## config.mk

```make
export PLATFORM = sky130hd
export DESIGN_NAME = rbpb_fifo
export DESIGN_NICKNAME = d
export VERILOG_FILES = /design/src/hdl/rbpb_pkg.sv /design/src/hdl/rbpb_fifo.sv
export SDC_FILE = /design/constraint.sdc
export NUM_CORES = 1
export LEC_CHECK = 0
export BUFFER_PORTS_ARGS = -buffer_cell sky130_fd_sc_hd__buf_4
export CORE_MARGIN = 2
export CORE_UTILIZATION = 56
export CTS_CLUSTER_SIZE = 25
export DETAILED_ROUTE_END_ITERATION = 16
export MAX_ROUTING_LAYER = met4
export PLACE_DENSITY = 0.84
export SLEW_MARGIN = 20
export SYNTH_ARGS = -nofsm -noshare
export SYNTH_HDL_FRONTEND = slang
export SYNTH_SLANG_ARGS = --single-unit
```

## constraint.sdc

```tcl
create_clock -name clk_i -period 12.4 [get_ports clk_i]
set_input_delay 0.62 -clock clk_i [delete_from_list [all_inputs] [get_ports clk_i]]
set_output_delay 0.62 -clock clk_i [all_outputs]
set_load 0.005 [all_outputs]
```

## src/hdl/rbpb_pkg.sv

```systemverilog
`timescale 1ns / 1ps
// ----------------------------------------------------------------------------
// rbpb_pkg: shared types and constants of the radial blend-map brush
// Widths of the distance, divider and queue item, register indexes,
// texture select codes and the per-map action codes.
// ----------------------------------------------------------------------------
package rbpb_pkg;

  // Tile geometry.
  localparam int TexelsPerSide = 256;
  localparam int HalfSide      = TexelsPerSide / 2;

  // Arithmetic widths.
  localparam int RadiusW   = 12;                 // brush radius
  localparam int FracBits  = 8;                  // fraction bits of the distance
  localparam int D2W       = 2 * RadiusW;        // squared distance inside the brush
  localparam int DistW     = RadiusW + FracBits; // distance in q8
  localparam int SqrtSteps = DistW;              // one root bit per stage
  localparam int DenW      = RadiusW + FracBits + 1; // 512 * radius
  localparam int QuoBits   = 8;                  // quotient never exceeds a channel
  localparam int ProdW     = DenW + QuoBits;     // channel term times distance
  localparam int NumCh     = 6;                  // rgb of both maps
  localparam int BackStages = 1 + SqrtSteps + 1 + QuoBits;

  // Configuration register indexes.
  typedef enum logic [2:0] {
    REG_CENTRE_X = 3'd0,
    REG_CENTRE_Z = 3'd1,
    REG_RADIUS   = 3'd2,
    REG_TEX_SEL  = 3'd3,
    REG_DRAW     = 3'd4
  } reg_idx_e;

  // Texture select codes.
  localparam logic [1:0] TEX_BASE   = 2'd0;
  localparam logic [1:0] TEX_FIRST  = 2'd1;
  localparam logic [1:0] TEX_SECOND = 2'd2;

  // What happens to one map.
  typedef enum logic [1:0] {
    ACT_PASS  = 2'd0,
    ACT_SCALE = 2'd1,
    ACT_RAISE = 2'd2
  } act_e;

  // Classified texel handed from the front end to the back end.
  typedef struct packed {
    logic [D2W-1:0]     d2;
    logic [RadiusW-1:0] radius;
    act_e               act1;
    act_e               act2;
    logic [3:0][7:0]    m1;
    logic [3:0][7:0]    m2;
  } item_t;

endpackage

```

## src/hdl/rbpb_fifo.sv

```systemverilog
`timescale 1ns / 1ps
// ----------------------------------------------------------------------------
// rbpb_fifo: two-entry queue between front end and back end
// Lets the classifier keep taking texels while the back end stalls.
// ----------------------------------------------------------------------------
module rbpb_fifo (
  input  logic            clk_i,
  input  logic            rst_ni,
  input  logic            push_valid_i,
  output logic            push_ready_o,
  input  rbpb_pkg::item_t push_item_i,
  output logic            pop_valid_o,
  input  logic            pop_i,
  output rbpb_pkg::item_t pop_item_o
);

  rbpb_pkg::item_t entry_q [2];
  logic            wr_q, rd_q;
  logic [1:0]      cnt_q;
  logic            do_push, do_pop;

  assign push_ready_o = (cnt_q != 2'd2);
  assign pop_valid_o  = (cnt_q != 2'd0);
  assign do_push      = push_valid_i && push_ready_o;
  assign do_pop       = pop_i && pop_valid_o;
  assign pop_item_o   = entry_q[rd_q];

  // Pointers and fill level.
  always_ff @(posedge clk_i or negedge rst_ni) begin
    if (!rst_ni) begin
      wr_q  <= 1'b0;
      rd_q  <= 1'b0;
      cnt_q <= 2'd0;
    end else begin
      if (do_push) wr_q <= !wr_q;
      if (do_pop)  rd_q <= !rd_q;
      cnt_q <= cnt_q + {1'b0, do_push} - {1'b0, do_pop};
    end
  end

  // Storage.
  always_ff @(posedge clk_i) begin
    if (do_push) begin
      entry_q[wr_q] <= push_item_i;
    end
  end

endmodule

```

==> impl_metrics.tcl, run 1 <==
set metrics [dict create \
    yosys-top-cells-count "edfxtp_1, mux2_2, mux2_4" \
    setup_viol 0 \
    drtPass1Iterations 4 \
    cts_max_level 1 \
    critPathKind "flip-flop to primary output" \
    regToRegSetupSlack_ps 9830 \
    via_count 4020 \
    grt_max_degree 65 \
    io_buffers 213 \
    globalRouteTotalUtil_pct 19.21 \
    gr-max-usage-layer "met2" \
    rsz0062_at_grt "false" \
    min_period_over_period_pct 28.09 \
    pwr-share-seq_pct 44.2 \
    worst_pin_slew_ps 937.8 \
    final_core_util_pct 75.04 \
    die_area_um2 15220 \
    syn_inst 346 \
    synth-seq-area-share_pct 79.55 \
    insertion_delay_ps 470 \
    place_worst_setup_slack_ps 9420 \
    fp.dieH_um 123.4 \
    hold_violations 0 \
    synth.avg_cell_area_um2 23.06 \
    clock_path_buffers 3 \
    synth_area_leaders "edfxtp_1, mux2_4, mux2_2" \
    end_kind "primary output" \
    worst_path_most_repeated_cell "buf_4" \
    maxSlewHeadroom_pct 37.48 \
    start_util_pct 57.47 \
    critPathLaunchType "flip-flop" \
    drive_gt1_share_pct 60.92 \
    wl_um 14710 \
    async_flop_share_pct 1.887 \
    crit_buf_inv 2 \
    multi_input_area_um2 1493 \
    finalMaxSlewViolations 0 \
    p_leak_nw 4.041 \
    final_nets 684 \
    design_area_um2 10420 \
    powerDensity_nw_per_um2 232.0 \
    tns_ps 0 \
    ys_types 21 \
    initialDrtViolationCount 237 \
    ys_warn_count 0 \
    outcome "completed" \
    drt-wirelength-per-cell_um 19.20 \
    synth_edf_count 208 \
    area_growth_pct 30.57 \
    pin_count 214 \
    synth_top_area_share_pct 78.29 \
    drc_errors 0 \
    synth_area_um2 7978 \
    worstPathArrival_ps 2860 \
    cp_cell_sequence "buf_4, mux2_2, buf_4" \
    ys.flop_type "edfxtp_1" \
    rows 43 \
    synth-seq-cells 212 \
    final_antenna_net_count 0 \
    cts_made_buffers 21 \
    grt_use_met3_pct 4.751 \
    syn-num-nets 455 \
    min_from "push_item_i[20]" \
    fmax_ghz 0.2871 \
    pwr-share-clk_pct 26.2 \
    synth.most_common_cell "edfxtp_1" \
    critical-path-slowest-cell "dfrtp_4" \
    cp_max_fo 62 \
    ff_latch_area_um2 6350 \
    p_comb_share_pct 29.5 \
    power_mw 2.416 \
    die_w_um 123.4 \
    grt-ovfl-total 0 \
    critPathTopFamily "flip-flops" \
    cp_data_required_time_ps 11780 \
    timing.final.crit_period_ps 3484 \
    viasPerCell 5.248 \
    crit_start "rd_q" \
    grt_pass1_vias 4314 \
    cts.sinks 212 \
    hold_path_class "input port to flip-flop" \
    worst_clock_skew_ps 10.85 \
    p_int_mw 1.802 \
    gr-usage-met1_pct 22.28 \
    slowest_delay_ps 1030 \
    place_congestion 0.7759 \
    sw_frac_of_total_pct 25.42 \
    worst_slack_ps 8916 \
    antenna_cells 0 \
    antenna_found_initial 0 \
    placed_area_um2 9709 \
    root_buffer "clkbuf_16" \
    clk_pin_slew_ps 60 \
    timing.rr.start "cnt_q[0]" \
    tritoncts "built" \
    synth_top_cell_by_area "edfxtp_1" \
    p_switching_mw 0.6142 \
    grt_use_met2_pct 33.28 \
    nFillCells 792 \
    grt_pass1_wl_um 21380 \
    ir_worst_vdd_mv 0.1701 \
    design.core.area_um2 13880 \
    cap_violations 0 \
]
## what timing repair did
action / 4_1_cts / 5_1_grt
setup buffers: 0 / 0
hold endpoints to repair: 4 / 0
gates resized for setup: 0 / 0
hold buffers: 1 / 0
## stage by stage
stage	hold slack (ps)	cells
final	322.8	766
after global routing	307.9	766
after CTS	307.1	766
after detailed placement	421.7	731
after global placement	417.8	730
after floorplan	324.4	346
## flip-flops by register name (all words and copies together), names as in the netlist
name and flops:
cnt_q 2, entry_q 208, rd_q 1, wr_q 1
## worst register-to-register path, delay by kind of cell, from the launching register on
kind | cells | cell delay [ps]
buf+inv | 2 | 930
flops | 1 | 440
simple gates | 3 | 750
## layer usage
| metal | share of wire (%) | vias to the layer above |
|---|---|---|
| met3 | 8.2 | 21 |
| met5 | 0 | - |
| met2 | 52 | 178 |
| met1 | 38 | 1991 |
| li1 | - | 1830 |
| met4 | 1.7 | 0 |
## power groups by stage
stage,registers (mW),clock network [mW],logic [mW]
after floorplan,1.04,0,0.455
after global placement,1.07,0,0.698
after detailed placement,1.09,0,0.720
after CTS,1.07,0.648,0.726
after global routing,1.09,0.671,0.768
final,1.07,0.634,0.714
## cell families after synthesis
| family | synth area share, % |
|---|---|
| compound gates | 0.2980 |
| xor+xnor | 0.3294 |
| fa+ha+maj | 0.1568 |
| buf+inv | 1.898 |
| flops | 79.55 |
| mux | 17.03 |
| simple gates | 0.7373 |
## layout by cell type, fill, tap and decap left out, drive strengths merged
cell         synthesis  final
buf                 12    217
edfxtp             208    208
mux2               104    104
clkbuf               0     22
clkinv               0      6
bufinv               0      4
dfrtp                4      4
xnor2                3      3
nor2                 3      3
nand2                2      2
nand2b               1      1
nor4bb               1      1
nor2b                1      1
a311oi               1      1
o21ba                1      1
nand3                1      1
o21ai                1      1
and3                 1      1
or2                  1      1
ha                   1      1
clkinvlp             0      1
inv                  0      1
dlygate4sd3          0      1
## path summary, 6_finish.rpt
check	endpoint	cells after the start
worst max-delay path	pop_item_o[22]	3
worst min-delay path	entry_q[1][20]	1
worst max register to register	entry_q[0][2]	5
worst min register to register	wr_q	1
max in group asynchronous	rd_q	2
min in group asynchronous	cnt_q[0]	2
## final cells by class
class | count | share of cell area [%]
repair buffers | 218 | 15.86
flip-flops and latches | 212 | 60.96
clock buffers | 22 | 5.081
clock inverters | 12 | 1.610
multi-input cells | 122 | 14.33
well taps | 180 | 2.162
Note: power is estimated with default switching activity, not from simulation.
==> inputs of run 2 (changes only) <==
- ABC_AREA: default -> 1
- CORE_UTILIZATION: 56 -> 52
- PLACE_DENSITY: 0.84 -> 0.79
- clock period: 12.4 -> 3.65 ns (I/O delays scaled with it)
==> run 2 against run 1 <==
Net effect:
- routed wire length increased by 32%
- combinational power increased to 4.0 times the previous value
- synthesized cell count increased by 66%
- clock skew decreased by 2.6 ps
- setup slack got worse by 7700 ps
- cell count increased by 44%
- area after synthesis decreased by 2.0%
- critical endpoint is now pop_item_o[61]
- sequential power increased to 3.3 times the previous value
- clock-buffer cell count increased by 6
- hold slack got worse by 260 ps
- via count increased by 39%
==> impl_metrics.tcl, run 2 <==
set metrics [dict create \
    start_util_pct 53.58 \
    cts_made_buffers 22 \
    synth_top_cell_by_area "edfxtp_1" \
    end_kind "primary output" \
    placed_area_um2 9542 \
    worst_pin_slew_ps 1073 \
    ys_types 14 \
    grt-ovfl-total 0 \
    rsz0062_at_grt "false" \
    synth-seq-cells 212 \
    clk_pin_slew_ps 60 \
    timing.final.crit_period_ps 2389 \
    async_flop_share_pct 1.887 \
    final_antenna_net_count 0 \
    area_growth_pct 44.73 \
    critPathLaunchType "flip-flop" \
    pin_count 214 \
    powerDensity_nw_per_um2 748.6 \
    synth_area_um2 7816 \
    worstPathArrival_ps 2210 \
    min_period_over_period_pct 65.46 \
    syn_inst 575 \
    insertion_delay_ps 490 \
    die_w_um 126.6 \
    cp_max_fo 105 \
    cp_data_required_time_ps 3470 \
    hold_path_class "input port to asynchronous set/reset pin" \
    drt-wirelength-per-cell_um 17.68 \
    finalMaxSlewViolations 0 \
    globalRouteTotalUtil_pct 24.46 \
    design_area_um2 11310 \
    cts.sinks 212 \
    clock_path_buffers 3 \
    drc_errors 0 \
    design.core.area_um2 14590 \
    synth.most_common_cell "nand2_1" \
    ff_latch_area_um2 6350 \
    tns_ps 0 \
    place_congestion 0.7489 \
    cap_violations 0 \
    synth_area_leaders "edfxtp_1, nand2_1, dfrtp_1" \
    via_count 5603 \
    p_leak_nw 4.832 \
    yosys-top-cells-count "nand2_1, edfxtp_1, buf_2" \
    die_area_um2 16030 \
    worst_clock_skew_ps 8.205 \
    synth_top_area_share_pct 79.91 \
    grt_pass1_vias 5815 \
    ys_warn_count 0 \
    cts_max_level 1 \
    hpwl_um 10190 \
    ys.flop_type "edfxtp_1" \
    root_buffer "clkbuf_16" \
    final_common_cell "nand2_1" \
    grt_max_degree 106 \
    antenna_found_initial 0 \
    tritoncts "built" \
    antenna_cells 0 \
    drive_gt1_share_pct 27.73 \
    ir_worst_vdd_mv 0.5542 \
    initialDrtViolationCount 376 \
    top_register "entry_q" \
    fmax_ghz 0.4185 \
    largest_registers "entry_q: 208 flops, cnt_q: 2 flops" \
    synth_edf_count 208 \
    multi_input_area_um2 1280 \
    maxSlewHeadroom_pct 28.48 \
    layout_common_cells "nand2_1, buf_4, edfxtp_1" \
    syn-num-nets 684 \
    outcome "completed" \
    viasPerCell 5.094 \
    grt_pass1_wl_um 29590 \
    critPathKind "flip-flop to primary output" \
    nFillCells 779 \
    hold_violations 0 \
    setup_viol 0 \
    drtPass1Iterations 5 \
    io_buffers 213 \
    largest_reg_flops 208 \
    rows 44 \
    fp.dieH_um 126.6 \
    final_nets 1009 \
    synth.avg_cell_area_um2 13.59 \
    wl_um 19450 \
    synth-seq-area-share_pct 81.19 \
]
## run 2: cell types whose count changed after synthesis, moves of 7 or more
cell     delta
mux2_4     -50
mux2_2     -54
buf_4       +8
nand2_1   +319
inv_1       +7
## run 2: kinds of logic after synthesis
logic type               count (synthesis)  share of synthesized area, %
AO/OA/AOI/OAI                            2                        0.1279
XOR/XNOR                                 1                        0.1121
adder cells (fa/ha/maj)                  1                        0.1601
buffers and inverters                   31                         2.625
flip-flops                             212                         81.19
AND/OR/NAND/NOR                        328                         15.78
## run 2: final timing paths
path / startpoint / endpoint / slack [ps] / cells past startpoint
max in group asynchronous: rst_ni / rd_q / 3470 / 2
min in group clk_i: pop_i / rd_q / 60 / 3
hold / removal: rst_ni / cnt_q[0] / 60 / 2
setup reg to reg: cnt_q[1] / entry_q[0][6] / 1380 / 4
hold reg to reg: cnt_q[0] / cnt_q[0] / 570 / 1
setup / recovery: rd_q / pop_item_o[61] / 1260 / 4
## run 2: final cells by class
type	count	share of cell area [%]
Clock buffer	28	5.254
Clock inverter	12	0.9844
Inverter	8	0.2876
Multi-Input combinational cell	332	11.32
Sequential cell	212	56.13
Tap cell	184	2.035
Timing Repair Buffer	324	23.99
## run 2: critical path: stages, from the launching register on
cell and delay (ps):
dfrtp_4 490, inv_4 780, nand2_1 140, nand2_1 150
buf_4 120
## run 2: stage by stage
stage          setup slack, ps  hold WS [ps]  power [mW]  instances  util [%]
3_5_place_dp              1413        -12.67       6.189        954     65.40
4_1_cts                   1214         11.79       8.443       1100     77.51
3_3_place_gp              1513        -18.02       6.097        954     65.40
2_1_floorplan           -172.2        -113.1       4.852        575         -
6_report                  1261         58.13       8.469       1100     77.54
5_1_grt                   1098         39.91       8.911       1100     77.54
## run 2: per-layer routing
layer	up-vias	track usage, %	wire [µm]	part of all wire (%)
met5	-	-	0	0
met4	0	7.304	509	2.6
met3	48	4.850	1610	8.3
met2	325	42.97	10160	52
met1	2646	28.65	7162	37
li1	2584	-	-	-
## run 2: power breakdown
group / internal, mW / leakage (nW) / total (mW) / switching [mW]
Sequential: 3.33 / 1.98 / 3.48 / 0.153
Combinational: 1.21 / 2.51 / 2.83 / 1.63
Clock: 1.29 / 0.342 / 2.16 / 0.863
## run 2: timing repair
item,CTS,global route
hold buffers,106,0
endpoints found under the hold margin,213,0
gates resized for setup,0,0
buffers inserted,0,0
==> inputs of run 3 (changes only) <==
- ABC_AREA: 1 -> 0
- clock period: 3.65 -> 2.3 ns (I/O delays scaled with it)
==> run 3 against run 2 <==
Net effect:
- register-to-register slack worse by 870 ps
- combinational power is 55% higher
- sequential power is 59% higher
- power grew 56%
- core utilization decreased by 0.97 points
- largest cell class unchanged
- highest routed layer unchanged
==> impl_metrics.tcl, run 3 (synthesized netlist as in run 1, its figures left out) <==
set metrics [dict create \
    grt_pass1_wl_um 25920 \
    cp_max_fo 58 \
    root_buffer "clkbuf_16" \
    antenna_found_initial 1 \
    ir_worst_vdd_mv 0.8503 \
    finalMaxSlewViolations 0 \
    worst_pin_slew_ps 611.0 \
    timing.final.crit_period_ps 1959 \
    place_congestion 0.7397 \
    final_common_cell "buf_4" \
    maxSlewHeadroom_pct 59.27 \
    hold_ws_ps 355.2 \
    clock_path_buffers 3 \
    hold_depth 2 \
    critPathLaunchType "flip-flop" \
    cap_violations 0 \
    tritoncts "built" \
    via_count 4506 \
    top_register "entry_q" \
    area_growth_pct 44.82 \
    largest_registers "entry_q: 208 flops, cnt_q: 2 flops" \
    final_core_util_pct 76.57 \
    end_kind "primary output" \
    worstPathArrival_ps 1840 \
    die_area_um2 16350 \
    cts.hold.buffers_added 108 \
    min_period_over_period_pct 85.19 \
    largest_reg_flops 208 \
    rsz0062_at_grt "false" \
    tns_ps 0 \
    hold_violations 0 \
    grt_max_degree 61 \
    cp_data_required_time_ps 2180 \
    regToRegSetupSlack_ps 510 \
    cp_cell_sequence "buf_12, mux2_2, buf_4" \
    start_util_pct 52.87 \
    worstReg2RegEnd "entry_q[0][44]" \
    grt-ovfl-total 0 \
    pin_count 214 \
    io_buffers 213 \
    hold_path_class "input port to flip-flop" \
    initialDrtViolationCount 213 \
    rows 45 \
    worst_slack_ps 340.7 \
    cts_max_level 1 \
    hpwl_um 9263 \
    drt-wirelength-per-cell_um 19.02 \
    p_leak_nw 4.512 \
    powerDensity_nw_per_um2 1144 \
    globalRouteTotalUtil_pct 21.27 \
    place_worst_setup_slack_ps 598.2 \
    slowest_delay_ps 440 \
    fmax_ghz 0.5104 \
    cts.sinks 212 \
    final_nets 794 \
    timing.rr.start "cnt_q[0]" \
    cts.repair.resized 0 \
    postCtsSetupBuffers 0 \
    drive_gt1_share_pct 51.07 \
    design.core.area_um2 15090 \
    min_from "push_item_i[18]" \
    clk_pin_slew_ps 60 \
    worst_clock_skew_ps 15.14 \
    grt_pass1_vias 5026 \
    die_w_um 127.9 \
    insertion_delay_ps 490 \
    r2r_cells 4 \
    outcome "completed" \
    layout_common_cells "buf_4, edfxtp_1, dlygate4sd3_1" \
    wl_um 16930 \
    drtPass1Iterations 5 \
    cts_made_buffers 22 \
    whs_endpoint "entry_q[1][18]" \
    viasPerCell 5.063 \
    drc_errors 0 \
    setup_viol 0 \
    fp.dieH_um 127.9 \
    final_antenna_net_count 0 \
    critPathKind "flip-flop to primary output" \
    power_mw 13.22 \
    critical-path-slowest-cell "dfrtp_4" \
]
==> run 3: critical path: cells and delay by family (launching register included) <==
kind	cells	cell delay [ps]
multiplexers	1	410
flip-flops	1	440
buffers and inverters	2	440
==> run 3: worst max path at each step <==
stage | from | endpoint | slack (ps) | depth (start not counted)
final | rd_q | pop_item_o[27] | 340 | 3
after global routing | rd_q | pop_item_o[40] | 290 | 3
after CTS | rd_q | pop_item_o[40] | 330 | 3
after detailed placement | cnt_q[0] | entry_q[0][52] | 600 | 4
after global placement | cnt_q[0] | entry_q[0][11] | 640 | 4
after floorplan | cnt_q[0] | entry_q[0][0] | -270 | 3
==> run 3: report_power, final <==
part           internal, mW  switching (mW)
Combinational          2.53            1.87
Clock                  1.93            1.35
Sequential             5.29           0.257
==> run 3: area by class of cell <==
class | count | area, µm²
well taps | 188 | 235.2
repair buffers | 327 | 2788
clock inverters | 12 | 76.32
fillers | 836 | 3536
multi-input cells | 122 | 1508
clock buffers | 28 | 594.3
flip-flops and latches | 212 | 6350
diodes | 1 | 2.502
==> run 3: layer usage <==
metal	up-vias	share of wire (%)	global-route usage, %
met1	2221	38	23.81
met2	187	53	38.66
met5	-	0	-
met3	37	5.9	4.382
li1	2061	-	-
met4	0	2.7	6.076
==> run 3: metrics by stage <==
stage               area (µm²)  cells
detailed placement        9799    741
global route             11550    890
global placement          9799    741
finish                   11550    890
floorplan                 8001    346
CTS                      11550    889
