## config.mk

```make
export PLATFORM = sky130hd
export DESIGN_NAME = rbpb_front_flat
export DESIGN_NICKNAME = d
export VERILOG_FILES = /design/src/hdl/rbpb_pkg.sv /design/src/hdl/rbpb_if.sv /design/src/hdl/rbpb_front.sv /design/src/flat_wrapper.sv
export SDC_FILE = /design/constraint.sdc
export NUM_CORES = 1
export LEC_CHECK = 0
export BUFFER_PORTS_ARGS = -buffer_cell sky130_fd_sc_hd__buf_2
export CAP_MARGIN = 20
export CORE_ASPECT_RATIO = 1.4
export CORE_MARGIN = 2
export CORE_UTILIZATION = 50
export DETAILED_ROUTE_END_ITERATION = 6
export PLACE_DENSITY = 0.71
export SYNTH_ARGS = -nofsm -noshare
export SYNTH_HDL_FRONTEND = slang
export SYNTH_SLANG_ARGS = --single-unit
```

## constraint.sdc

```tcl
create_clock -name clk_i -period 13.6 [get_ports clk_i]
set_input_delay 3.4 -clock clk_i [delete_from_list [all_inputs] [get_ports clk_i]]
set_output_delay 3.4 -clock clk_i [all_outputs]
set_load 0.005 [all_outputs]
```

## src/hdl/rbpb_pkg.sv

```systemverilog
`timescale 1ns / 1ps
// ----------------------------------------------------------------------------
// rbpb_pkg: shared types and constants of the radial blend-map brush
// Widths of the distance, divider and queue item, register indexes,
// texture select codes and the per-map action codes.
// ----------------------------------------------------------------------------
package rbpb_pkg;

  // Tile geometry.
  localparam int TexelsPerSide = 256;
  localparam int HalfSide      = TexelsPerSide / 2;

  // Arithmetic widths.
  localparam int RadiusW   = 12;                 // brush radius
  localparam int FracBits  = 8;                  // fraction bits of the distance
  localparam int D2W       = 2 * RadiusW;        // squared distance inside the brush
  localparam int DistW     = RadiusW + FracBits; // distance in q8
  localparam int SqrtSteps = DistW;              // one root bit per stage
  localparam int DenW      = RadiusW + FracBits + 1; // 512 * radius
  localparam int QuoBits   = 8;                  // quotient never exceeds a channel
  localparam int ProdW     = DenW + QuoBits;     // channel term times distance
  localparam int NumCh     = 6;                  // rgb of both maps
  localparam int BackStages = 1 + SqrtSteps + 1 + QuoBits;

  // Configuration register indexes.
  typedef enum logic [2:0] {
    REG_CENTRE_X = 3'd0,
    REG_CENTRE_Z = 3'd1,
    REG_RADIUS   = 3'd2,
    REG_TEX_SEL  = 3'd3,
    REG_DRAW     = 3'd4
  } reg_idx_e;

  // Texture select codes.
  localparam logic [1:0] TEX_BASE   = 2'd0;
  localparam logic [1:0] TEX_FIRST  = 2'd1;
  localparam logic [1:0] TEX_SECOND = 2'd2;

  // What happens to one map.
  typedef enum logic [1:0] {
    ACT_PASS  = 2'd0,
    ACT_SCALE = 2'd1,
    ACT_RAISE = 2'd2
  } act_e;

  // Classified texel handed from the front end to the back end.
  typedef struct packed {
    logic [D2W-1:0]     d2;
    logic [RadiusW-1:0] radius;
    act_e               act1;
    act_e               act2;
    logic [3:0][7:0]    m1;
    logic [3:0][7:0]    m2;
  } item_t;

endpackage

```

## src/hdl/rbpb_if.sv

```systemverilog
`timescale 1ns / 1ps
// ----------------------------------------------------------------------------
// rbpb_if: texel and result channels of the blend-map brush
// Valid/ready channels; a beat moves at a clock edge with both high.
// ----------------------------------------------------------------------------
interface rbpb_in_if;
  logic              valid;
  logic              ready;
  logic signed [15:0] tile_centre_x;
  logic signed [15:0] tile_centre_z;
  logic [7:0]        texel_x;
  logic [7:0]        texel_z;
  logic [7:0]        first_red;
  logic [7:0]        first_green;
  logic [7:0]        first_blue;
  logic [7:0]        first_alpha;
  logic [7:0]        second_red;
  logic [7:0]        second_green;
  logic [7:0]        second_blue;
  logic [7:0]        second_alpha;

  modport source (
    output valid, tile_centre_x, tile_centre_z, texel_x, texel_z,
    output first_red, first_green, first_blue, first_alpha,
    output second_red, second_green, second_blue, second_alpha,
    input  ready
  );
  modport sink (
    input  valid, tile_centre_x, tile_centre_z, texel_x, texel_z,
    input  first_red, first_green, first_blue, first_alpha,
    input  second_red, second_green, second_blue, second_alpha,
    output ready
  );
endinterface


```

## src/hdl/rbpb_front.sv

```systemverilog
`timescale 1ns / 1ps
// ----------------------------------------------------------------------------
// rbpb_front: configuration and texel classification
// Holds the brush registers, finds the texel's offset from the brush centre,
// tests it against the radius and picks the action for each map.
// ----------------------------------------------------------------------------
module rbpb_front (
  input  logic                clk_i,
  input  logic                rst_ni,
  input  logic                cfg_we_i,
  input  logic [2:0]          cfg_idx_i,
  input  logic [15:0]         cfg_data_i,
  rbpb_in_if.sink             in_i,
  output logic                push_valid_o,
  input  logic                push_ready_i,
  output rbpb_pkg::item_t     push_item_o
);

  typedef struct packed {
    logic [rbpb_pkg::RadiusW-1:0] ax;
    logic [rbpb_pkg::RadiusW-1:0] az;
    logic                         near;
    logic [3:0][7:0]              m1;
    logic [3:0][7:0]              m2;
  } pre_t;

  logic [15:0]                  centre_x_q, centre_z_q;
  logic [rbpb_pkg::RadiusW-1:0] radius_q;
  logic [1:0]                   tex_sel_q;
  logic                         draw_q;

  logic [17:0] px, pz, dx, dz, abs_x, abs_z;
  pre_t        pre_d, pre_q;
  logic        pre_v_q;
  logic        take;

  logic [rbpb_pkg::D2W:0]   d2;
  logic [rbpb_pkg::D2W-1:0] rsq;
  logic                     in_brush;
  rbpb_pkg::act_e           act1, act2;

  // Brush registers.
  always_ff @(posedge clk_i or negedge rst_ni) begin
    if (!rst_ni) begin
      centre_x_q <= '0;
      centre_z_q <= '0;
      radius_q   <= rbpb_pkg::RadiusW'(16);
      tex_sel_q  <= rbpb_pkg::TEX_BASE;
      draw_q     <= 1'b1;
    end else if (cfg_we_i) begin
      case (rbpb_pkg::reg_idx_e'(cfg_idx_i))
        rbpb_pkg::REG_CENTRE_X: centre_x_q <= cfg_data_i;
        rbpb_pkg::REG_CENTRE_Z: centre_z_q <= cfg_data_i;
        rbpb_pkg::REG_RADIUS:   radius_q   <= cfg_data_i[rbpb_pkg::RadiusW-1:0];
        rbpb_pkg::REG_TEX_SEL:  tex_sel_q  <= cfg_data_i[1:0];
        rbpb_pkg::REG_DRAW:     draw_q     <= cfg_data_i[0];
        default: ;
      endcase
    end
  end

  // World offset from the brush centre and its magnitude.
  always_comb begin
    px = {{2{in_i.tile_centre_x[15]}}, in_i.tile_centre_x} - 18'(rbpb_pkg::HalfSide)
         + {10'd0, in_i.texel_x};
    pz = {{2{in_i.tile_centre_z[15]}}, in_i.tile_centre_z} - 18'(rbpb_pkg::HalfSide)
         + {10'd0, in_i.texel_z};
    dx = px - {{2{centre_x_q[15]}}, centre_x_q};
    dz = pz - {{2{centre_z_q[15]}}, centre_z_q};
    abs_x = dx[17] ? (18'd0 - dx) : dx;
    abs_z = dz[17] ? (18'd0 - dz) : dz;
    pre_d.ax   = abs_x[rbpb_pkg::RadiusW-1:0];
    pre_d.az   = abs_z[rbpb_pkg::RadiusW-1:0];
    pre_d.near = (abs_x[17:rbpb_pkg::RadiusW] == '0) && (abs_z[17:rbpb_pkg::RadiusW] == '0);
    pre_d.m1   = {in_i.first_alpha, in_i.first_blue, in_i.first_green, in_i.first_red};
    pre_d.m2   = {in_i.second_alpha, in_i.second_blue, in_i.second_green,
                  in_i.second_red};
  end

  assign take      = !pre_v_q || push_ready_i;
  assign in_i.ready = take;

  // Offset register; refills in the cycle it drains into the queue.
  always_ff @(posedge clk_i or negedge rst_ni) begin
    if (!rst_ni) begin
      pre_v_q <= 1'b0;
    end else if (take) begin
      pre_v_q <= in_i.valid;
    end
  end

  always_ff @(posedge clk_i) begin
    if (take && in_i.valid) begin
      pre_q <= pre_d;
    end
  end

  // Radius test and action per map.
  always_comb begin
    d2 = (rbpb_pkg::D2W+1)'(pre_q.ax) * (rbpb_pkg::D2W+1)'(pre_q.ax)
       + (rbpb_pkg::D2W+1)'(pre_q.az) * (rbpb_pkg::D2W+1)'(pre_q.az);
    rsq = rbpb_pkg::D2W'(radius_q) * rbpb_pkg::D2W'(radius_q);
    in_brush = pre_q.near && (d2 < {1'b0, rsq});
    act1 = rbpb_pkg::ACT_PASS;
    act2 = rbpb_pkg::ACT_PASS;
    if (in_brush) begin
      case (tex_sel_q)
        rbpb_pkg::TEX_BASE: begin
          if (draw_q) begin
            act1 = rbpb_pkg::ACT_SCALE;
            act2 = rbpb_pkg::ACT_SCALE;
          end
        end
        rbpb_pkg::TEX_FIRST: begin
          act1 = draw_q ? rbpb_pkg::ACT_RAISE : rbpb_pkg::ACT_SCALE;
          act2 = draw_q ? rbpb_pkg::ACT_SCALE : rbpb_pkg::ACT_PASS;
        end
        rbpb_pkg::TEX_SECOND: begin
          act1 = draw_q ? rbpb_pkg::ACT_SCALE : rbpb_pkg::ACT_PASS;
          act2 = draw_q ? rbpb_pkg::ACT_RAISE : rbpb_pkg::ACT_SCALE;
        end
        default: ;
      endcase
    end
  end

  assign push_valid_o       = pre_v_q;
  assign push_item_o.d2     = d2[rbpb_pkg::D2W-1:0];
  assign push_item_o.radius = radius_q;
  assign push_item_o.act1   = act1;
  assign push_item_o.act2   = act2;
  assign push_item_o.m1     = pre_q.m1;
  assign push_item_o.m2     = pre_q.m2;

endmodule

```

## src/flat_wrapper.sv

```systemverilog
// flat-port wrapper written by rule: the top's interface ports become plain ports
module rbpb_front_flat 
  (clk_i, rst_ni, cfg_we_i, cfg_idx_i, cfg_data_i, push_valid_o, push_ready_i, push_item_o, in_i_valid, in_i_tile_centre_x, in_i_tile_centre_z, in_i_texel_x, in_i_texel_z, in_i_first_red, in_i_first_green, in_i_first_blue, in_i_first_alpha, in_i_second_red, in_i_second_green, in_i_second_blue, in_i_second_alpha, in_i_ready);
  rbpb_in_if in_i_i ();
  input  logic clk_i;
  input  logic rst_ni;
  input  logic cfg_we_i;
  input  logic [2:0] cfg_idx_i;
  input  logic [15:0] cfg_data_i;
  output logic push_valid_o;
  input  logic push_ready_i;
  output rbpb_pkg::item_t push_item_o;
  input wire logic [$bits(in_i_i.valid)-1:0] in_i_valid;
  input wire logic [$bits(in_i_i.tile_centre_x)-1:0] in_i_tile_centre_x;
  input wire logic [$bits(in_i_i.tile_centre_z)-1:0] in_i_tile_centre_z;
  input wire logic [$bits(in_i_i.texel_x)-1:0] in_i_texel_x;
  input wire logic [$bits(in_i_i.texel_z)-1:0] in_i_texel_z;
  input wire logic [$bits(in_i_i.first_red)-1:0] in_i_first_red;
  input wire logic [$bits(in_i_i.first_green)-1:0] in_i_first_green;
  input wire logic [$bits(in_i_i.first_blue)-1:0] in_i_first_blue;
  input wire logic [$bits(in_i_i.first_alpha)-1:0] in_i_first_alpha;
  input wire logic [$bits(in_i_i.second_red)-1:0] in_i_second_red;
  input wire logic [$bits(in_i_i.second_green)-1:0] in_i_second_green;
  input wire logic [$bits(in_i_i.second_blue)-1:0] in_i_second_blue;
  input wire logic [$bits(in_i_i.second_alpha)-1:0] in_i_second_alpha;
  output wire logic [$bits(in_i_i.ready)-1:0] in_i_ready;
  assign in_i_i.valid = in_i_valid;
  assign in_i_i.tile_centre_x = in_i_tile_centre_x;
  assign in_i_i.tile_centre_z = in_i_tile_centre_z;
  assign in_i_i.texel_x = in_i_texel_x;
  assign in_i_i.texel_z = in_i_texel_z;
  assign in_i_i.first_red = in_i_first_red;
  assign in_i_i.first_green = in_i_first_green;
  assign in_i_i.first_blue = in_i_first_blue;
  assign in_i_i.first_alpha = in_i_first_alpha;
  assign in_i_i.second_red = in_i_second_red;
  assign in_i_i.second_green = in_i_second_green;
  assign in_i_i.second_blue = in_i_second_blue;
  assign in_i_i.second_alpha = in_i_second_alpha;
  assign in_i_ready = in_i_i.ready;
  rbpb_front u_core (.clk_i(clk_i), .rst_ni(rst_ni), .cfg_we_i(cfg_we_i), .cfg_idx_i(cfg_idx_i), .cfg_data_i(cfg_data_i), .in_i(in_i_i), .push_valid_o(push_valid_o), .push_ready_i(push_ready_i), .push_item_o(push_item_o));
endmodule
```

==> summary.txt, run 1 <==
Clock network
  • Root Buffer: clkbuf_16
  • Post-CTS Resized: 0
  • TritonCTS clock tree: built
  • Clk_lat worst skew: 0.44 ns
  • # clock sinks: 137
  • CTS H-tree lvls: 4
  • Inserted Clock Buffers: 17
  • CTS Hold Bufs: 0
  • Post-CTS Setup Bufs: 0
  • CTS clk-pin slew, worst paths: 0.06 ns
  • Longest Clk Path Bufs: 2

Cells and area
  • Area of the multi-input gates: 14400 sq um
  • Synthesis-to-finish area growth: 9.09%
  • Final #Nets: 2930
  • ANT cells: 0
  • Layout cell share with drive strength beyond 1: 0.146
  • Register area: 3880 sq um
  • Fill cells: 3738

Worst setup path
  • Crit path required time: 10.20 ns
  • Flop-to-flop setup slack: 9.25 ns
  • Max FO, Critical Path: 13
  • Reg-to-Reg End: u_core.pre_q[64]
  • Worst setup SP type: flip-flop
  • Crit path DAT: 8.65 ns
  • CP dominant cell by count: fa_1
  • Slowest-stage cell, CP: edfxtp_1
  • Max incr delay on CP: 0.63 ns
  • Worst r2r src: u_core.centre_z_q[0]
  • Path depth of the worst reg2reg path: 14
  • Setup Crit Path Kind: reg2out
  • CP endpoint kind: output pin

Floorplan
  • Core box area: 41000 sq um
  • Initial core utilization: 0.503
  • IO Count: 242
  • Die W: 176 microns
  • FP Rows: 88
  • Die footprint: 42900 sq um
  • Die height: 244 microns

Global routing
  • Largest net degree at the start of global routing: 75
  • Vias in the first global route: 16018
  • First-pass GRT wire length: 76.9 mm
  • Initial antenna violation count: 0
  • GR Overflow Total: 0
  • Total GRT Usage: 0.228

Yosys
  • Mean Syn Cell Area: 9.81 sq um
  • Async SR Flop Fraction: 0.350
  • Biggest area consumer among synthesized cells: fa_1
  • Netlist cell types: 78
  • Post-synthesis sequential area ratio: 0.188
  • Synth Cell Area: 20600 sq um
  • Dominant cell by count in the synthesized netlist: inv_1
  • Mapped Cells: 2101
  • Register bit total from synthesis: 137
  • Syn_nets: 2779
  • Top cell type's share of synthesized area: 0.286
  • Top cells by count, synth: inv_1 (453), fa_1 (295), ha_1 (247)
  • Synth area leaders: fa_1 (29%), ha_1 (15%), edfxtp_1 (13%), inv_1 (8.2%), dfrtp_1 (5.6%)
  • Main synth FF type: edfxtp_1
  • Synth warnings: 0
  • EDFF count, synth: 89

Placed design
  • Post-DP HPWL: 39.6 mm
  • Port Buf Inserts: 241
  • Routability cong.: 0.882

Worst hold path
  • Worst Hold Depth: 1
  • Worst min path class: reg2reg
  • Worst Hold End: u_core.centre_x_q[3]
  • Hold_sp: u_core.centre_x_q[3]

STA
  • Slew Limit Fails: 0
  • Total Neg Setup Slack: 0 ns
  • Final Hold Viols: 0
  • Least-Margin Pin Slew: 0.952 ns
  • Worst clock skew: 0.00798 ns
  • Crit share post-route: 0.886
  • Setup violators final: 0
  • Unrepaired setup endpoints after global routing: no
  • Fmax: 83.0 MHz
  • Rel. slew slack: 0.365
  • Post-layout min period: 12.05 ns

Drt
  • Drt first-iter violations: 664
  • DR vias: 14494
  • ANT nets after route: 0
  • Final wirelength: 46.3 mm
  • DRC errors left: 0
  • 1st-pass router iterations: 5
  • Vias per cell: 5.17
  • DR WL/cell: 16.5 microns

Run
  • Max_cap viols: 0

Status
  • Run status: finished clean
flip-flops by register name, summed over array words and instances, names as in the netlist:
name	count
u_core.push_item_o	64
u_core.push_valid_o	1
u_core.pre_q	25
u_core.centre_z_q	16
u_core.centre_x_q	16
u_core.draw_q	1
u_core.tex_sel_q	2
u_core.radius_q	12
layout by cell type, fill, tap and decap left out, types with 6 or more instances in the layout:
cell type	synthesis	routed
inv_1	453	453
a21oi_1	45	45
or2_2	7	7
dfrtp_1	46	46
inv_6	0	6
a211oi_1	12	12
nor3_1	28	28
buf_4	64	6
fa_1	295	295
nand4_1	9	9
and3_1	8	8
nand2_1	134	134
buf_2	2	241
clkbuf_16	0	17
nand2b_1	9	9
edfxtp_1	89	89
ha_1	247	247
or3_1	10	10
and2_1	128	127
nand3_1	21	21
nor2b_1	12	12
nor2_1	70	70
a21o_1	31	31
o21ai_0	62	62
mux2_2	27	27
o21a_1	14	14
a31oi_1	8	8
xnor2_1	63	63
xor2_1	54	54
o21bai_1	10	10
worst max path at each step:
stage | startpoint | endpoint | cells after the start
after CTS | u_core.pre_q[79] | push_item_o[65] | 29
after floorplan | u_core.pre_q[79] | push_item_o[65] | 29
after detailed placement | u_core.pre_q[79] | push_item_o[65] | 29
after global routing | u_core.pre_q[79] | push_item_o[65] | 32
final | u_core.pre_q[85] | push_item_o[65] | 30
after global placement | u_core.pre_q[85] | push_item_o[66] | 33
per-stage QoR:
step / util / setup slack [ns] / instances / hold WS, ns / area, sq um
floorplan: - / 2.88 / 2101 / 0.485 / 20600
global placement: 0.534 / 2.21 / 2773 / 0.493 / 21900
detailed placement: 0.534 / 2.03 / 2773 / 0.521 / 21900
CTS: 0.549 / 1.52 / 2805 / 0.535 / 22500
global route: 0.549 / 1.06 / 2805 / 0.548 / 22500
finish: 0.549 / 1.55 / 2805 / 0.534 / 22500
cell type report:
type | count | area share
clock inverter | 13 | 0.00695
sequential | 137 | 0.172
timing repair buffer | 247 | 0.0556
tap | 540 | 0.0300
clock buffer | 19 | 0.0197
multi-input combinational | 1396 | 0.640
inverter | 453 | 0.0756
routing by layer:
layer  wire length, microns  vias to the layer above  global-route usage
met5                      0                        -                   0
met1                  16700                     7081               0.243
met2                  25100                      380               0.429
met3                   2140                      114              0.0400
met4                   2360                        0               0.112
li1                       -                     6919                   -
logic make-up (layout without fill, tap and decap cells):
logic type | after synthesis | count (layout) | share of synthesized area
flip-flops | 137 | 137 | 0.188
adder cells (fa/ha/maj) | 542 | 542 | 0.436
AO/OA/AOI/OAI | 239 | 239 | 0.0761
XOR/XNOR | 117 | 117 | 0.0497
buffers and inverters | 568 | 732 | 0.116
AND/OR/NAND/NOR | 467 | 467 | 0.118
multiplexers | 31 | 31 | 0.0167
worst max-delay path: cells and delay by family (launching register included):
kind,cells,cell delay (ns)
AO/OA/AOI/OAI,5,1.40
flip-flops,1,0.63
XOR/XNOR,1,0.35
AND/OR/NAND/NOR,8,1.14
buffers and inverters,7,0.48
adder cells (fa/ha/maj),9,4.22
Power of run 1 is left out: the tool's default activity adds up to more than one toggle a clock period on the data nets, which glitch-free logic cannot reach.
==> run 2, diff against run 1 <==
Settings changed: CORE_UTILIZATION 50 to 55, PLACE_DENSITY 0.71 to 0.77.
==> run 2 against run 1 <==
  * Final cell count fell by 2.6%
  * First-iteration DRC count decreased by 9.6%
  * Count of clock-buffer cells in the layout decreased by 1
  * Final area shrank 0.42%
  * Worst hold slack got worse by 0.017 ns
  * Die area down 8.9%
  * Global-route usage rose by 2.2 points
  * Highest routed layer unchanged
==> summary.txt, run 2 (synthesis gave the netlist of run 1 again) <==
Drt
  • Final wirelength: 46.4 mm (+0.19%)
  • Vias per cell: 5.40 (+4.4%)
  • DR vias: 14735 (+1.7%)
  • Drt first-iter violations: 600 (-9.6%)
  • DR WL/cell: 17.0 microns (+2.9%)
  • ANT nets after route: 0 (unchanged)
  • DRC errors left: 0 (unchanged)
  • 1st-pass router iterations: 5 (unchanged)

Floorplan
  • IO Count: 242 (unchanged)
  • FP Rows: 83 (-5.7%)
  • Core box area: 36900 sq um (-10%)
  • Initial core utilization: 0.559 (+0.0559)
  • Die W: 168 microns (-4.5%)
  • Die footprint: 39100 sq um (-8.9%)
  • Die height: 233 microns (-4.6%)

STA
  • Final Hold Viols: 0 (unchanged)
  • Worst clock skew: 0.0111 ns (+0.00311 ns)
  • Total Neg Setup Slack: 0 ns (unchanged)
  • Least-Margin Pin Slew: 0.974 ns (+0.0225 ns)
  • Setup violators final: 0 (unchanged)
  • Rel. slew slack: 0.350 (-0.0150)
  • Fmax: 82.7 MHz (-0.39%)
  • Slew Limit Fails: 0 (unchanged)
  • Crit share post-route: 0.890 (+0.00347)
  • Unrepaired setup endpoints after global routing: no
  • Post-layout min period: 12.10 ns (+0.0472 ns)

Worst hold path
  • Hold_sp: u_core.centre_x_q[0]
  • Worst Hold Depth: 1 (unchanged)
  • Worst min path class: reg2reg
  • Worst Hold End: u_core.centre_x_q[0]

Placed design
  • Routability cong.: 0.925 (+4.9%)
  • Port Buf Inserts: 241 (unchanged)
  • Post-DP HPWL: 39.7 mm (+0.29%)

Global routing
  • Largest net degree at the start of global routing: 78 (+4.0%)
  • GR Overflow Total: 0 (unchanged)
  • First-pass GRT wire length: 76.6 mm (-0.38%)
  • Initial antenna violation count: 0 (unchanged)
  • Vias in the first global route: 16102 (+0.52%)
  • Total GRT Usage: 0.250 (+0.0217)

Cells and area
  • Fill cells: 3088 (-17%)
  • Synthesis-to-finish area growth: 8.63%
  • Most common cell after layout, fill and taps aside: inv_1
  • Max reg flops: 64 (unchanged)
  • ANT cells: 0 (unchanged)
  • Final #Nets: 2929 (-0.034%)
  • Layout cell share with drive strength beyond 1: 0.145 (-0.000377)
  • Most frequent cells in the layout: inv_1 (453), fa_1 (295), ha_1 (247)

Clock network
  • Inserted Clock Buffers: 17 (unchanged)
  • CTS Hold Bufs: 0 (unchanged)
  • Clk_lat worst skew: 0.44 ns (about the same)
  • # clock sinks: 137 (unchanged)
  • Post-CTS Resized: 0 (unchanged)
  • TritonCTS clock tree: built
  • CTS H-tree lvls: 4 (unchanged)
  • Post-CTS Setup Bufs: 0 (unchanged)
  • CTS clk-pin slew, worst paths: 0.06 ns (about the same)
  • Longest Clk Path Bufs: 2 (unchanged)
  • Root Buffer: clkbuf_16

Worst setup path
  • Crit path DAT: 8.70 ns (+0.05 ns)
  • Max FO, Critical Path: 11 (-2)
  • Crit path required time: 10.20 ns (about the same)
  • Slowest-stage cell, CP: o41ai_1
  • Path depth of the worst reg2reg path: 13 (-1)
  • Reg-to-Reg End: u_core.pre_q[64]
  • Flop-to-flop setup slack: 9.21 ns (-0.04 ns)
  • Worst setup SP type: flip-flop
  • CP endpoint kind: output pin
  • Setup Crit Path Kind: reg2out
  • Max incr delay on CP: 0.66 ns (+0.03 ns)
  • Worst r2r src: u_core.centre_z_q[2]
  • CP dominant cell by count: fa_1

Status
  • Run status: finished clean

Run
  • Max_cap viols: 0 (unchanged)
==> run 2: cell types whose count changed in the layout (fill, tap and decap cells not counted), sizes merged <==
cell      change
buf           -1
clkbuf        -1
clkinv        +4
clkinvlp      -1
inv           -2
==> run 2: worst max-delay path: cells and delay by family (launching register included) <==
kind | cells | cell delay, ns
compound gates | 5 | 1.54
simple gates | 8 | 1.14
flops | 1 | 0.58
buf+inv | 6 | 0.57
fa+ha+maj | 9 | 4.12
xor+xnor | 1 | 0.31
==> run 2: how the worst max path moves through the flow <==
stage                     start  cells after the start  slack, ns               to
3_3_place_gp   u_core.pre_q[65]                     29       2.34  push_item_o[67]
4_1_cts        u_core.pre_q[85]                     30       1.58  push_item_o[65]
3_5_place_dp   u_core.pre_q[85]                     30       2.09  push_item_o[65]
6_report       u_core.pre_q[80]                     29       1.50  push_item_o[66]
5_1_grt        u_core.pre_q[80]                     29       0.98  push_item_o[67]
2_1_floorplan  u_core.pre_q[79]                     29       2.88  push_item_o[65]
==> run 2: final cells by class <==
type,instances,area (sq um),area share
multi-input combinational,1396,14400,0.643
sequential,137,3880,0.173
timing repair buffer,246,1240,0.0555
inverter,453,1700,0.0759
clock buffer,18,429,0.0192
clock inverter,14,165,0.00738
tap,467,584,0.0261
==> run 2: per-stage QoR <==
| step | instances | util | hold slack (ns) | setup WS, ns | area (sq um) |
|---|---|---|---|---|---|
| after CTS | 2731 | 0.607 | 0.519 | 1.58 | 22400 |
| final | 2731 | 0.607 | 0.516 | 1.50 | 22400 |
| after global placement | 2699 | 0.591 | 0.493 | 2.34 | 21800 |
| after floorplan | 2101 | - | 0.485 | 2.88 | 20600 |
| after global routing | 2731 | 0.607 | 0.542 | 0.979 | 22400 |
| after detailed placement | 2699 | 0.591 | 0.505 | 2.09 | 21800 |
==> run 2: layer usage <==
layer	track usage	share of wire	vias up
met5	0	0	-
met4	0.126	0.054	0
met3	0.0371	0.045	114
met2	0.484	0.55	433
met1	0.261	0.36	7277
li1	-	-	6911
Power of run 2 is left out for the same reason.
==> run 3, diff against run 2 <==
Settings changed: REMOVE_ABC_BUFFERS set to 1.
==> run 3 against run 2 <==
  * Flip-flop and latch count unchanged
  * Maximum frequency down 0.34%
  * Largest cell class unchanged
  * Critical endpoint is now push_item_o[67]
  * Worst hold slack improved by 0.019 ns
  * Core utilization grew 0.054 points
  * Worst setup slack got worse by 0.041 ns
  * Count of clock-buffer cells in the layout fell by 1
==> summary.txt, run 3 (synthesis gave the netlist of run 1 again) <==
Status
  • Run status: finished clean

Floorplan
  • Die W: 168 microns (unchanged)
  • Die height: 233 microns (unchanged)
  • Core box area: 36900 sq um (unchanged)
  • Initial core utilization: 0.559 (unchanged)
  • FP Rows: 83 (unchanged)
  • Die footprint: 39100 sq um (unchanged)
  • IO Count: 242 (unchanged)

STA
  • Slew Limit Fails: 0 (unchanged)
  • Crit share post-route: 0.893 (+0.00301)
  • Setup violators final: 0 (unchanged)
  • Post-layout min period: 12.14 ns (+0.0410 ns)
  • Least-Margin Pin Slew: 0.902 ns (-0.0722 ns)
  • Total Neg Setup Slack: 0 ns (unchanged)
  • Fmax: 82.4 MHz (-0.34%)
  • Rel. slew slack: 0.399 (+0.0482)
  • Final Hold Viols: 0 (unchanged)
  • Unrepaired setup endpoints after global routing: no
  • Worst clock skew: 0.00536 ns (-0.00572 ns)

Global routing
  • Total GRT Usage: 0.244 (-0.00574)
  • Initial antenna violation count: 0 (unchanged)
  • Vias in the first global route: 16125 (+0.14%)
  • Met3 Resource Use GR: 0.0297 (-0.00746)
  • Largest net degree at the start of global routing: 72 (-7.7%)
  • GRT met2 Usage: 0.464 (-0.0204)
  • GR Overflow Total: 0 (unchanged)
  • First-pass GRT wire length: 75.3 mm (-1.7%)
  • GR peak layer: met2
  • Met1 Track Usage GR: 0.266 (+0.00566)

Drt
  • DRC errors left: 0 (unchanged)
  • Vias per cell: 5.40 (+0.13%)
  • 1st-pass router iterations: 5 (unchanged)
  • DR vias: 14760 (+0.17%)
  • Final wirelength: 45.6 mm (-1.7%)
  • ANT nets after route: 0 (unchanged)
  • Drt first-iter violations: 668 (+11%)
  • DR WL/cell: 16.7 microns (-1.7%)

Clock network
  • CTS H-tree lvls: 4 (unchanged)
  • Post-CTS Setup Bufs: 0 (unchanged)
  • CTS Hold Bufs: 0 (unchanged)
  • Longest Clk Path Bufs: 2 (unchanged)
  • TritonCTS clock tree: built
  • # clock sinks: 137 (unchanged)
  • Inserted Clock Buffers: 17 (unchanged)
  • Root Buffer: clkbuf_16
  • CTS clk-pin slew, worst paths: 0.06 ns (about the same)
  • Post-CTS Resized: 0 (unchanged)
  • Clk_lat worst skew: 0.44 ns (about the same)

Worst setup path
  • Setup Crit Path Kind: reg2out
  • Slowest-stage cell, CP: edfxtp_1
  • Max incr delay on CP: 0.63 ns (-0.03 ns)
  • Critical path's top delay family: adder cells
  • Path depth of the worst reg2reg path: 13 (unchanged)
  • CP endpoint kind: output pin
  • Max FO, Critical Path: 12 (+1)
  • Crit path DAT: 8.74 ns (+0.04 ns)
  • Flop-to-flop setup slack: 9.20 ns (about the same)
  • Crit path buf inv count: 6 (unchanged)
  • Crit path required time: 10.20 ns (about the same)
  • Worst setup SP type: flip-flop
  • Reg-to-Reg End: u_core.pre_q[64]
  • Worst r2r src: u_core.centre_z_q[7]
  • CP dominant cell by count: fa_1

Placed design
  • Port Buf Inserts: 241 (unchanged)
  • Routability cong.: 0.895 (-3.2%)
  • Post-DP HPWL: 38.8 mm (-2.3%)

Cells and area
  • ANT cells: 0 (unchanged)
  • Max reg flops: 64 (unchanged)
  • Layout cell share with drive strength beyond 1: 0.146 (+0.000819)
  • Final #Nets: 2930 (+0.034%)
  • Most common cell after layout, fill and taps aside: inv_1
  • Most frequent cells in the layout: inv_1 (453), fa_1 (295), ha_1 (247)
  • Synthesis-to-finish area growth: 8.73% (about the same)

Worst hold path
  • Hold_sp: u_core.centre_x_q[6]
  • Worst min path class: reg2reg
  • Worst Hold End: u_core.centre_x_q[6]
  • Worst Hold Depth: 1 (unchanged)

Run
  • Max_cap viols: 0 (unchanged)
## run 3: changes by cell type in the layout (fill, tap and decap cells not counted)
cell	delta
nor4bb_4	-1
inv_6	+5
buf_4	-1
clkbuf_1	-1
nor4bb_2	+1
clkinv_2	-1
bufinv_16	-1
buf_16	+1
clkinvlp_4	-1
buf_2	+1
clkinv_8	+2
clkinv_4	-3
## run 3: layout make-up
| class | count | area, sq um |
|---|---|---|
| Inverter | 453 | 1700 |
| Sequential cell | 137 | 3880 |
| Multi-Input combinational cell | 1396 | 14400 |
| Timing Repair Buffer | 247 | 1270 |
| Clock inverter | 15 | 173 |
| Fill cell | 3017 | 14500 |
| Clock buffer | 17 | 425 |
| Tap cell | 467 | 584 |
## run 3: worst reg2reg max path: stages, from the launching register on
cell	delay, ns
dfrtp_1	0.36
inv_1	0.08
fa_1	0.41
ha_1	0.39
a41o_1	0.30
a2111oi_0	0.48
o21ai_0	0.25
nand4_1	0.18
nand4_1	0.10
o211ai_1	0.17
xor2_1	0.60
a211oi_1	0.18
o22ai_1	0.48
nor2_1	0.12
## run 3: per-stage QoR
stage,hold slack [ns],worst slack (ns),instance area [sq um],std cells,util
floorplan,0.485,3.00,19900,1986,-
global placement,0.510,2.42,21800,2698,0.591
detailed placement,0.522,1.99,21800,2698,0.591
CTS,0.536,1.49,22400,2730,0.607
global route,0.560,0.948,22400,2732,0.608
finish,0.535,1.46,22400,2732,0.608
## run 3: metal layers
metal,part of all wire,routed length (microns),vias up
met1,0.36,16400,7307
li1,-,-,6913
met2,0.55,24900,428
met5,0,0,-
met3,0.044,2000,112
met4,0.049,2230,0
## run 3: how the worst max path moves through the flow
stage                           startpoint         endpoint  slack [ns]  cells past startpoint
after global placement    u_core.pre_q[79]  push_item_o[67]        2.42                     29
after global routing      u_core.pre_q[79]  push_item_o[67]        0.95                     29
final                     u_core.pre_q[86]  push_item_o[67]        1.46                     29
after CTS                 u_core.pre_q[79]  push_item_o[67]        1.49                     29
after floorplan           u_core.pre_q[85]  push_item_o[65]        3.00                     29
after detailed placement  u_core.pre_q[79]  push_item_o[65]        1.99                     29
Power of run 3 is left out for the same reason.
